[src/rtl/scc_pkg.sv]
package scc_pkg;

  // Default build size of the frame table and of a page number.
  localparam int FRAMES_DEFAULT    = 16;
  localparam int PAGE_BITS_DEFAULT = 20;

  // Fixed field widths of the configuration register and of the result.
  localparam int ACTIVE_W    = 5;
  localparam int FRAME_IDX_W = 4;
  localparam int FAULT_W     = 32;

  // Value of the active frame count after reset.
  localparam logic [ACTIVE_W-1:0] ACTIVE_RESET = 5'd16;

endpackage

[src/rtl/scc_ram.sv]
module scc_ram #(
  parameter int WIDTH = 8,
  parameter int DEPTH = 16,
  localparam int AddrW = (DEPTH > 1) ? $clog2(DEPTH) : 1
) (
  input  logic             clk_i,
  input  logic             we_i,
  input  logic [AddrW-1:0] waddr_i,
  input  logic [WIDTH-1:0] wdata_i,
  input  logic             re_i,
  input  logic [AddrW-1:0] raddr_i,
  output logic [WIDTH-1:0] rdata_o
);

  logic [WIDTH-1:0] mem_q [DEPTH];
  logic [WIDTH-1:0] rdata_q;

  always_ff @(posedge clk_i) begin
    if (we_i) begin
      mem_q[waddr_i] <= wdata_i;
    end
    if (re_i) begin
      rdata_q <= mem_q[raddr_i];
    end
  end

  assign rdata_o = rdata_q;

endmodule

[src/rtl/second_chance_clock_replacement.sv]
// Second-chance (clock) page replacement unit. Each transfer on the command
// side is one page reference: it is taken at a rising edge where start is high
// and busy is low, and exactly one result follows, shown for a single cycle
// with result_valid_o high. The receiver cannot stall, so it must capture the
// result in that cycle. A reference first walks the resident frames in the
// page table memory, one read per cycle, up to the number of filled frames
// (capped at the active count). A hit, or a miss while free frames remain,
// ends there. A miss on a full table then sweeps the clock hand over the
// reference bits, one frame per cycle, until it finds a clear bit, then reads
// out the victim page and writes the new one. Busy drops in the same cycle
// as the result strobe, so the next reference can be taken at the edge that
// ends the result cycle. The active frame count may only be written while
// busy is low and no result is pending.
module second_chance_clock_replacement #(
  parameter int FRAMES    = scc_pkg::FRAMES_DEFAULT,
  parameter int PAGE_BITS = scc_pkg::PAGE_BITS_DEFAULT
) (
  input  logic                              clk_i,
  input  logic                              rst_ni,
  input  logic                              start,
  output logic                              busy,
  input  logic [PAGE_BITS-1:0]              page_number_i,
  input  logic                              active_frames_we_i,
  input  logic [scc_pkg::ACTIVE_W-1:0]      active_frames_i,
  output logic                              result_valid_o,
  output logic                              hit_o,
  output logic [scc_pkg::FRAME_IDX_W-1:0]   frame_index_o,
  output logic                              evicted_valid_o,
  output logic [PAGE_BITS-1:0]              evicted_page_o,
  output logic [scc_pkg::FAULT_W-1:0]       fault_total_o
);

  // Index width into the frame table and width of a count of frames.
  localparam int IdxW = (FRAMES > 1) ? $clog2(FRAMES) : 1;
  localparam int CntW = $clog2(FRAMES + 1);
  localparam int CmpW = (CntW > scc_pkg::ACTIVE_W) ? CntW : scc_pkg::ACTIVE_W;

  localparam logic [1:0] S_IDLE   = 2'd0;
  localparam logic [1:0] S_SEARCH = 2'd1;
  localparam logic [1:0] S_SWEEP  = 2'd2;
  localparam logic [1:0] S_EVICT  = 2'd3;

  logic [1:0] state_q, state_d;

  logic [scc_pkg::ACTIVE_W-1:0] active_q;

  // Per-reference context captured when the command is taken.
  logic [PAGE_BITS-1:0] page_q, page_d;
  logic [CntW-1:0]      eff_q, eff_d;
  logic [CntW-1:0]      used_q, used_d;

  // Search pointer: idx_q is the next address to read, cmp_idx_q the address
  // whose data arrives from the memory in this cycle.
  logic [CntW-1:0] idx_q, idx_d;
  logic            cmp_valid_q, cmp_valid_d;
  logic [IdxW-1:0] cmp_idx_q, cmp_idx_d;

  logic [IdxW-1:0] hand_q, hand_d;
  logic [IdxW-1:0] sweep_q, sweep_d;
  logic [CntW-1:0] filled_q, filled_d;
  logic [scc_pkg::FAULT_W-1:0] fault_q, fault_d;

  // Reference bits live in flip-flops so that reset clears them at once.
  logic [FRAMES-1:0] ref_q;
  logic              ref_we;
  logic [IdxW-1:0]   ref_waddr;
  logic              ref_wdata;

  // Result registers.
  logic                            res_valid_q, res_valid_d;
  logic                            res_hit_q, res_hit_d;
  logic [IdxW-1:0]                 res_frame_q, res_frame_d;
  logic                            res_ev_valid_q, res_ev_valid_d;
  logic [PAGE_BITS-1:0]            res_ev_page_q, res_ev_page_d;

  // Page table memory ports.
  logic                 ram_we;
  logic [IdxW-1:0]      ram_waddr;
  logic                 ram_re;
  logic [IdxW-1:0]      ram_raddr;
  logic [PAGE_BITS-1:0] ram_rdata;

  logic [CmpW-1:0] act_ext;
  logic [CmpW-1:0] eff_ext;
  logic            accept;
  logic            issue;
  logic [CntW-1:0] sweep_inc;
  logic [IdxW-1:0] sweep_nxt;
  logic [scc_pkg::FAULT_W-1:0] fault_inc;

  scc_ram #(
    .WIDTH(PAGE_BITS),
    .DEPTH(FRAMES)
  ) u_page_ram (
    .clk_i  (clk_i),
    .we_i   (ram_we),
    .waddr_i(ram_waddr),
    .wdata_i(page_q),
    .re_i   (ram_re),
    .raddr_i(ram_raddr),
    .rdata_o(ram_rdata)
  );

  assign busy   = (state_q != S_IDLE);
  assign accept = start && !busy;

  // An active count of zero behaves as one, and one above the built size
  // behaves as the built size.
  always_comb begin
    act_ext = CmpW'(active_q);
    if (act_ext == '0) begin
      eff_ext = CmpW'(1);
    end else if (act_ext > CmpW'(FRAMES)) begin
      eff_ext = CmpW'(FRAMES);
    end else begin
      eff_ext = act_ext;
    end
  end

  // The hand steps forward and wraps at the active count.
  assign sweep_inc = CntW'(sweep_q) + CntW'(1);
  assign sweep_nxt = (sweep_inc < eff_q) ? IdxW'(sweep_inc) : '0;

  assign fault_inc = (fault_q != '1) ? fault_q + 1'b1 : fault_q;
  assign issue     = (state_q == S_SEARCH) && (idx_q < used_q);

  always_comb begin
    state_d        = state_q;
    page_d         = page_q;
    eff_d          = eff_q;
    used_d         = used_q;
    idx_d          = idx_q;
    cmp_valid_d    = 1'b0;
    cmp_idx_d      = cmp_idx_q;
    hand_d         = hand_q;
    sweep_d        = sweep_q;
    filled_d       = filled_q;
    fault_d        = fault_q;
    res_valid_d    = 1'b0;
    res_hit_d      = res_hit_q;
    res_frame_d    = res_frame_q;
    res_ev_valid_d = res_ev_valid_q;
    res_ev_page_d  = res_ev_page_q;
    ref_we         = 1'b0;
    ref_waddr      = sweep_q;
    ref_wdata      = 1'b0;
    ram_we         = 1'b0;
    ram_waddr      = sweep_q;
    ram_re         = 1'b0;
    ram_raddr      = IdxW'(idx_q);

    case (state_q)
      S_IDLE: begin
        if (accept) begin
          page_d  = page_number_i;
          eff_d   = CntW'(eff_ext);
          used_d  = (filled_q < CntW'(eff_ext)) ? filled_q : CntW'(eff_ext);
          idx_d   = '0;
          state_d = S_SEARCH;
        end
      end
      S_SEARCH: begin
        if (issue) begin
          ram_re      = 1'b1;
          idx_d       = idx_q + 1'b1;
          cmp_valid_d = 1'b1;
          cmp_idx_d   = IdxW'(idx_q);
        end
        if (cmp_valid_q && (ram_rdata == page_q)) begin
          // Hit: give the frame its second chance.
          ref_we         = 1'b1;
          ref_waddr      = cmp_idx_q;
          ref_wdata      = 1'b1;
          res_valid_d    = 1'b1;
          res_hit_d      = 1'b1;
          res_frame_d    = cmp_idx_q;
          res_ev_valid_d = 1'b0;
          res_ev_page_d  = '0;
          cmp_valid_d    = 1'b0;
          state_d        = S_IDLE;
        end else if (!issue && !cmp_valid_q) begin
          fault_d = fault_inc;
          if (filled_q < eff_q) begin
            // Miss with a free frame: fill it with its bit clear.
            ram_we         = 1'b1;
            ram_waddr      = IdxW'(filled_q);
            ref_we         = 1'b1;
            ref_waddr      = IdxW'(filled_q);
            ref_wdata      = 1'b0;
            filled_d       = filled_q + 1'b1;
            res_valid_d    = 1'b1;
            res_hit_d      = 1'b0;
            res_frame_d    = IdxW'(filled_q);
            res_ev_valid_d = 1'b0;
            res_ev_page_d  = '0;
            state_d        = S_IDLE;
          end else begin
            // Miss on a full table: a hand left beyond the active count
            // restarts at frame zero.
            sweep_d = (CntW'(hand_q) < eff_q) ? hand_q : '0;
            state_d = S_SWEEP;
          end
        end
      end
      S_SWEEP: begin
        if (ref_q[sweep_q]) begin
          ref_we    = 1'b1;
          ref_waddr = sweep_q;
          ref_wdata = 1'b0;
          sweep_d   = sweep_nxt;
        end else begin
          ram_re    = 1'b1;
          ram_raddr = sweep_q;
          state_d   = S_EVICT;
        end
      end
      S_EVICT: begin
        // The victim page arrives from the memory while the new one goes in.
        ram_we         = 1'b1;
        ram_waddr      = sweep_q;
        ref_we         = 1'b1;
        ref_waddr      = sweep_q;
        ref_wdata      = 1'b0;
        hand_d         = sweep_nxt;
        res_valid_d    = 1'b1;
        res_hit_d      = 1'b0;
        res_frame_d    = sweep_q;
        res_ev_valid_d = 1'b1;
        res_ev_page_d  = ram_rdata;
        state_d        = S_IDLE;
      end
      default: begin
        state_d = S_IDLE;
      end
    endcase
  end

  always_ff @(posedge clk_i or negedge rst_ni) begin
    if (!rst_ni) begin
      state_q     <= S_IDLE;
      active_q    <= scc_pkg::ACTIVE_RESET;
      cmp_valid_q <= 1'b0;
      hand_q      <= '0;
      filled_q    <= '0;
      fault_q     <= '0;
      ref_q       <= '0;
      res_valid_q <= 1'b0;
    end else begin
      state_q     <= state_d;
      cmp_valid_q <= cmp_valid_d;
      hand_q      <= hand_d;
      filled_q    <= filled_d;
      fault_q     <= fault_d;
      res_valid_q <= res_valid_d;
      if (active_frames_we_i) begin
        active_q <= active_frames_i;
      end
      if (ref_we) begin
        ref_q[ref_waddr] <= ref_wdata;
      end
    end
  end

  always_ff @(posedge clk_i) begin
    page_q         <= page_d;
    eff_q          <= eff_d;
    used_q         <= used_d;
    idx_q          <= idx_d;
    cmp_idx_q      <= cmp_idx_d;
    sweep_q        <= sweep_d;
    res_hit_q      <= res_hit_d;
    res_frame_q    <= res_frame_d;
    res_ev_valid_q <= res_ev_valid_d;
    res_ev_page_q  <= res_ev_page_d;
  end

  assign result_valid_o  = res_valid_q;
  assign hit_o           = res_hit_q;
  assign frame_index_o   = scc_pkg::FRAME_IDX_W'(res_frame_q);
  assign evicted_valid_o = res_ev_valid_q;
  assign evicted_page_o  = res_ev_page_q;
  assign fault_total_o   = fault_q;

  // A taken command keeps the block busy until its result is shown.
  a_accept_busy: assert property (@(posedge clk_i) disable iff (!rst_ni)
    accept |=> busy)
    else $error("command taken but block not busy");

  // The result strobe only appears as the block returns to idle.
  a_result_idle: assert property (@(posedge clk_i) disable iff (!rst_ni)
    result_valid_o |-> !busy)
    else $error("result shown while still busy");

  // A replacement is always a fault, and a fault is always counted.
  a_evict_fault: assert property (@(posedge clk_i) disable iff (!rst_ni)
    (result_valid_o && evicted_valid_o) |-> (!hit_o && (fault_total_o != '0)))
    else $error("eviction reported without a counted fault");

  // The fill count never passes the built frame count.
  a_fill_bound: assert property (@(posedge clk_i) disable iff (!rst_ni)
    filled_q <= CntW'(FRAMES))
    else $error("fill count beyond frame table size");

endmodule
[config.mk]
export PLATFORM = sky130hd
export DESIGN_NAME = second_chance_clock_replacement
export DESIGN_NICKNAME = d
export VERILOG_FILES = /design/src/rtl/scc_pkg.sv /design/src/rtl/scc_ram.sv /design/src/rtl/second_chance_clock_replacement.sv
export SDC_FILE = /design/constraint.sdc
export NUM_CORES = 1
export LEC_CHECK = 0
export ABC_AREA = 1
export ABC_CLOCK_PERIOD_IN_PS = 4400
export BUFFER_PORTS_ARGS = -buffer_cell sky130_fd_sc_hd__buf_2
export CAP_MARGIN = 5
export CORE_ASPECT_RATIO = 1.25
export CORE_UTILIZATION = 55
export DETAILED_ROUTE_END_ITERATION = 7
export PLACE_DENSITY = 0.72
export SYNTH_ARGS = -nofsm -noshare
export SYNTH_HDL_FRONTEND = slang
export SYNTH_SLANG_ARGS = --single-unit
[constraint.sdc]
create_clock -name clk_i -period 4.4 [get_ports clk_i]
set_input_delay 0.44 -clock clk_i [delete_from_list [all_inputs] [get_ports clk_i]]
set_output_delay 0.44 -clock clk_i [all_outputs]
set_load 0.02 [all_outputs]
==> impl_metrics.tcl, run 1 <==
set metrics [dict create \
    fp-row-count 82 \
    grt_max_degree 81 \
    nFillCells 3233 \
    worstReg2RegStart "page_q[5]" \
    io_pins 89 \
    max_slew_margin_pct 26.7 \
    grt_antenna_before_repair 1 \
    period_needed_ps 3640 \
    worstPathRequired_ps 4600 \
    h-tree-depth 2 \
    p_leak_nw 11.3 \
    rrSetupSlack_ps 760 \
    dp_hpwl_mm 37.5 \
    post-route-drc-count 0 \
    wl_per_cell_um 20.2 \
    clk_pin_slew_ps 60 \
    grt-ovfl-total 0 \
    num_vias 16700 \
    tightest_slew_ps 1100 \
    maxCapViolCount 0 \
    powerDensity_nw_per_um2 759 \
    gr-usage-all-layers_pct 29.9 \
    rsz0062_at_grt "no" \
    utilization_pct 62.8 \
    power_switching_mw 8.37 \
    cts_sinks 475 \
    synth-edff-count 409 \
    ys_ff_latch 475 \
    io_buffers 88 \
    irDropWorstVdd_uv 705 \
    dr.pass1.iters 8 \
    final_cell_mix "nand2_1 (587), inv_1 (452), edfxtp_1 (409)" \
    path_class "reg -> reg" \
    cts_setup_buffers 0 \
    drt_iter0_drc 1495 \
    n_antenna_cell 0 \
    ys.flop_type "edfxtp_1" \
    finalHoldViolCount 0 \
    setup.worst_path.end "u_page_ram.mem_q[14][16]" \
    internal_power_mw 10.8 \
    synthArstFlopShare_pct 13.9 \
    grt_pass1_vias 16600 \
    final_cells 3016 \
    yosysSeqAreaShare_pct 62.0 \
    drt-total-wl_mm 61.0 \
    p_comb_share_pct 44.4 \
    p_seq_share_pct 35.2 \
    critPathLaunchType "flip-flop" \
    cts_buffers 45 \
    start_util_pct 55.8 \
    syn_area_per_cell_um2 9.61 \
    cts_tree "yes" \
    crit_path_end_kind "flip-flop" \
    final.period_utilization_pct 82.6 \
    min_path_type "in -> reg" \
    syn_area_um2 22500 \
    max_freq_ghz 0.275 \
    postPlaceCellArea_um2 23800 \
    crit_path_start "page_q[5]" \
    fp.dieH_um 228 \
    viasPerCell 5.54 \
    ant_nets 0 \
    fin_nets 2490 \
    area.growth.synth_to_final_pct 12.4 \
    globalplace.congestion 0.992 \
    cp.arrival_ps 3840 \
    yosys_warnings 0 \
    timing.hold.ws_ps 47.1 \
    clock_latency_ps 570 \
    crit_path_max_fanout 20 \
    die_x_um 183 \
    design_area_um2 25200 \
    drive_gt1_share_pct 10.2 \
    rr_worst_depth 13 \
    final_common_cell "nand2_1" \
    syn_inst 2338 \
    grt_pass1_wl_mm 93.4 \
    final_max_slew_viol_count 0 \
    fin_skew_ps 12.4 \
    clockBufferDepth 3 \
    ys_types 46 \
    die_area_um2 41700 \
    power.share.switching_pct 43.7 \
    syn-num-nets 2395 \
    coreArea_um2 40200 \
    root_buffer "clkbuf_16" \
    tns_ps 0 \
    finalSetupViolCount 0 \
    reg2reg_to "u_page_ram.mem_q[14][16]" \
    pwr-share-clk_pct 20.4 \
    dp_cells 2931 \
    status "finished, final reports clean" \
]
-- cell usage after synthesis (2+ instances only) --
library cell	count	area share [%]
o21ai_0	53	1.2
nand2_4	3	0.15
nand4_2	2	0.11
nor2_1	101	1.7
buf_4	18	0.60
nand3b_1	22	0.74
o21ai_1	3	0.067
inv_2	7	0.12
nor3_1	32	0.71
clkinv_1	2	0.033
buf_1	4	0.067
nand2_1	588	9.8
o21ai_2	3	0.12
nand2_2	2	0.056
nor2_4	5	0.25
nor2_2	3	0.084
nor3b_1	2	0.067
nor4_1	10	0.28
and2_1	2	0.056
inv_1	452	7.6
a21oi_1	14	0.31
buf_2	31	0.69
ha_1	28	1.6
or2_2	2	0.056
nand3_4	2	0.16
clkbuf_1	32	0.53
dfrtp_1	65	7.2
nand4_1	27	0.75
xnor2_1	10	0.39
edfxtp_1	409	55
nand3_1	355	7.9
o31ai_1	2	0.067
nand3_2	3	0.13
xor2_1	32	1.2
-- worst min path at each step --
stage                                 start          to  slack, ps  cells past startpoint
after detailed placement             rst_ni    ref_q[3]        430                      1
final                     page_number_i[19]  page_q[19]         50                      1
after global placement               rst_ni   hand_q[0]        430                      1
after global routing      page_number_i[14]  page_q[14]         40                      1
after CTS                 page_number_i[14]  page_q[14]         30                      1
after floorplan                      rst_ni   async pin        140                      0
-- flip-flops by register name (all words and copies together) (netlist names), 16 cells and up, named ones only --
| register | flops |
|---|---|
| ref_q | 16 |
| u_page_ram.rdata_o | 20 |
| evicted_page_o | 20 |
| u_page_ram.mem_q | 320 |
| page_q | 20 |
| fault_total_o | 32 |
-- through the flow --
step / power (mW) / setup slack [ps]
finish: 19.2 / 764
global route: 20.2 / 412
CTS: 19.1 / 797
detailed placement: 15.2 / 834
global placement: 15.0 / 944
floorplan: 12.2 / 370
-- layout make-up --
cell class	count	area, um^2	share of cell area (%)
flip-flops and latches	475	13900	55.2
inverters	461	1730	6.85
multi-input cells	1316	6460	25.6
clock inverters	24	224	0.887
clock buffers	60	1240	4.93
repair buffers	134	963	3.82
well taps	546	683	2.71
-- cells by family after synthesis --
group,Yosys count,share of synthesized area (%)
AND/OR/NAND/NOR,1163,23.1
buffers and inverters,547,9.65
flip-flops,475,62.0
AO/OA/AOI/OAI,82,1.98
XOR/XNOR,42,1.64
adder cells (fa/ha/maj),28,1.56
multiplexers,1,0.0501
-- power by group through the flow --
stage | logic (mW) | registers, mW | clock network [mW]
2_1_floorplan | 5.46 | 6.79 | 0
3_3_place_gp | 8.20 | 6.80 | 0
3_5_place_dp | 8.40 | 6.82 | 0
4_1_cts | 8.46 | 6.74 | 3.93
5_1_grt | 9.33 | 6.82 | 4.09
6_report | 8.52 | 6.75 | 3.90
-- worst max-delay path, stage by stage, from the launching register on --
cell and delay [ps]:
edfxtp_1 700, inv_1 140, nand2_1 140, o21ai_0 100, nor2_1 140, nand2_1 80, nor2_1 320, nand3_4 200
nand2_2 170, inv_2 70, o21ai_0 340, nand3_1 280, nor2_2 140, buf_4 420
-- layer usage --
layer | share of wire [%] | global-route usage (%) | vias to the layer above | wire length (um)
li1 | - | - | 7768 | -
met1 | 37 | 36.7 | 7928 | 22800
met2 | 49 | 50.7 | 817 | 29900
met3 | 7.6 | 4.04 | 195 | 4650
met4 | 5.9 | 17.4 | 2 | 3610
met5 | 0.023 | 0 | - | 14
-- timing repair --
item	in CTS	in global routing
endpoints found under the setup margin	0	0
resized for setup	0	0
hold buffers	1	0
hold endpoints to repair	20	0
(Power assumes the default switching activity.)
==> run 2, diff against run 1 <==
Settings changed: ABC_AREA 1 to 0, ABC_CLOCK_PERIOD_IN_PS 4400 to 3200, PLACE_DENSITY 0.72 to 0.75.
Clock period 4.4 ns to 3.2 ns, I/O delays scaled along.
==> run 2 against run 1 <==
  * The flow now finishes with violations (negative setup slack)
  * Hold slack lost 35 ps
  * Sequential power is 29% higher
  * Routed wire length decreased by 23%
  * Clock skew grew 7.8 ps
  * First-iteration DRC count decreased by 31%
==> impl_metrics.tcl, run 2 <==
set metrics [dict create \
    status "complete, but fails checks" \
    violations "negative setup slack" \
    power_mw 21.9 \
    grt-ovfl-total 0 \
    yosys_warnings 0 \
    worstReg2RegStart "sweep_q[0]" \
    die_area_um2 36400 \
    max_freq_ghz 0.303 \
    final_max_slew_viol_count 0 \
    num_vias 11800 \
    dr.pass1.iters 5 \
    finalHoldViolCount 0 \
    fp-row-count 76 \
    yosysMostFrequentCell "edfxtp_1" \
    crit_path_start "sweep_q[0]" \
    gr-usage-all-layers_pct 26.2 \
    final_common_cell "edfxtp_1" \
    synth-xor-area-share_pct 2.68 \
    clk_pin_slew_ps 70 \
    rsz0062_at_grt "yes" \
    synth-compound-area-share_pct 5.20 \
    drive_gt1_share_pct 23.6 \
    top_register "u_page_ram.mem_q" \
    grt_antenna_before_repair 0 \
    syn_inst 1248 \
    post-route-drc-count 0 \
    setup_ws_ps -103 \
    drt_iter0_drc 1030 \
    tns_ps -928 \
    globalplace.congestion 0.874 \
    largest_register_ffs 320 \
    p_leak_nw 9.19 \
    final.period_utilization_pct 103 \
    io_pins 89 \
    final_cells 1982 \
    synth_top_family_by_area "multiplexers" \
    coreArea_um2 34800 \
    clockBufferDepth 3 \
    synthArstFlopShare_pct 13.9 \
    syn_area_per_cell_um2 15.7 \
    finalSetupViolCount 19 \
    wl_per_cell_um 23.7 \
    ys_top_cells_by_area "edfxtp_1 (63%), mux2i_1 (8.5%), dfrtp_1 (8.3%)" \
    cp.arrival_ps 3590 \
    irDropWorstVdd_uv 685 \
    maxCapViolCount 0 \
    fin_nets 1538 \
    ys.flop_type "edfxtp_1" \
    powerDensity_nw_per_um2 927 \
    viasPerCell 5.93 \
    utilization_pct 68.0 \
    crit_path_max_fanout 10 \
    root_buffer "clkbuf_16" \
    grt_pass1_vias 11900 \
    grt_max_degree 40 \
    fin_skew_ps 20.3 \
    cts_buffers 44 \
    cts_sinks 475 \
    nFillCells 2310 \
    final_cell_mix "edfxtp_1 (409), mux2i_1 (159), buf_4 (98)" \
    tightest_slew_ps 883 \
    crit_path_end_kind "flip-flop" \
    worstPathRequired_ps 3480 \
    syn-num-nets 1305 \
    dp_slack_ps -95.7 \
    yosysSeqAreaShare_pct 71.1 \
    cts_tree "yes" \
    start_util_pct 56.3 \
    yosys.area.top_type_share_pct 62.6 \
    n_antenna_cell 0 \
    drt-total-wl_mm 46.9 \
    area.growth.synth_to_final_pct 20.6 \
    dp_hpwl_mm 28.4 \
    die_x_um 171 \
    min_path_type "in -> reg" \
    ant_nets 0 \
    h-tree-depth 2 \
    syn_area_um2 19600 \
    ys_types 55 \
    synthMuxAreaShare_pct 10.2 \
    ys_ff_latch 475 \
    synthSimpleGateAreaFrac_pct 6.90 \
    grt_pass1_wl_mm 69.4 \
    clock_latency_ps 560 \
    period_needed_ps 3300 \
    dp_cells 1866 \
    path_class "reg -> reg" \
    synth_area_leader_cell "edfxtp_1" \
    synthTopCellsByCount "edfxtp_1 (409), mux2i_1 (167), o22ai_1 (81)" \
    max_slew_margin_pct 41.1 \
    synth-edff-count 409 \
    fp.dieH_um 213 \
    critPathLaunchType "flip-flop" \
    io_buffers 88 \
    synth-adder-area-share_pct 1.79 \
    holdCritStartpoint "active_frames_i[2]" \
]
## run 2: through the flow
step                cell area, um^2  hold WS [ps]
finish                        23700          12.0
global route                  23700          10.0
CTS                           23400          1.47
detailed placement            21700           469
global placement              21700           471
floorplan                     19600          24.4
## run 2: path summary, 6_finish.rpt
| check | to | slack [ps] | cells past startpoint |
|---|---|---|---|
| max in group asynchronous | ref_q[3] | 1980 | 3 |
| min in group asynchronous | fault_total_o[24] | 440 | 2 |
| max | u_page_ram.rdata_o[4] | -100 | 11 |
| max reg2reg | u_page_ram.rdata_o[4] | -100 | 11 |
| min | act_ext[2] | 10 | 2 |
| min reg2reg | fault_total_o[9] | 480 | 1 |
## run 2: logic make-up (layout without fill, tap and decap cells)
group / after synthesis / count (layout)
xor gates and xnor gates: 60 / 60
DFF: 475 / 475
muxes: 193 / 193
adders and majority gates: 28 / 28
buffers and inverters: 85 / 351
and+or+nand+nor: 248 / 248
AOI/OAI and AO/OA: 159 / 159
## run 2: what timing repair did
item,CTS,global route
hold endpoints to repair,59,0
pin swaps,0,8
cloned,1,3
resized for setup,5,26
hold buffers,25,0
endpoints found under the setup margin,23,117
setup buffers,0,8
## run 2: layer usage
layer,part of all wire [%],global-route usage (%),routed length (um),vias up
met2,51,45.6,24000,517
met5,0,0,0,-
met1,38,32.7,18000,5835
li1,-,-,-,5300
met4,3.1,9.98,1450,0
met3,7.5,4.50,3510,99
## run 2: critical path, stage by stage (launching register included)
cell	delay [ps]
edfxtp_1	500
mux4_2	540
mux2i_1	150
mux2_4	200
nand2_4	80
buf_4	140
and4b_1	220
a41oi_4	210
buf_12	160
buf_12	160
o22ai_1	120
or4_1	550
## run 2: area by class of cell
cell class	instances	area, um^2	area share [%]
multi-input combinational	688	5480	23.2
sequential	475	13900	58.9
clock buffer	51	1150	4.85
inverter	27	101	0.428
timing repair buffer	245	2130	8.99
clock inverter	28	280	1.18
tap	468	586	2.48
## run 2: where the power goes
| group | total (mW) | switching (mW) | internal, mW | leakage [nW] |
|---|---|---|---|---|
| sequential | 8.69 | 0.539 | 8.15 | 4.61 |
| clock | 5.18 | 2.20 | 2.98 | 0.695 |
| combinational | 8.06 | 4.69 | 3.38 | 3.88 |
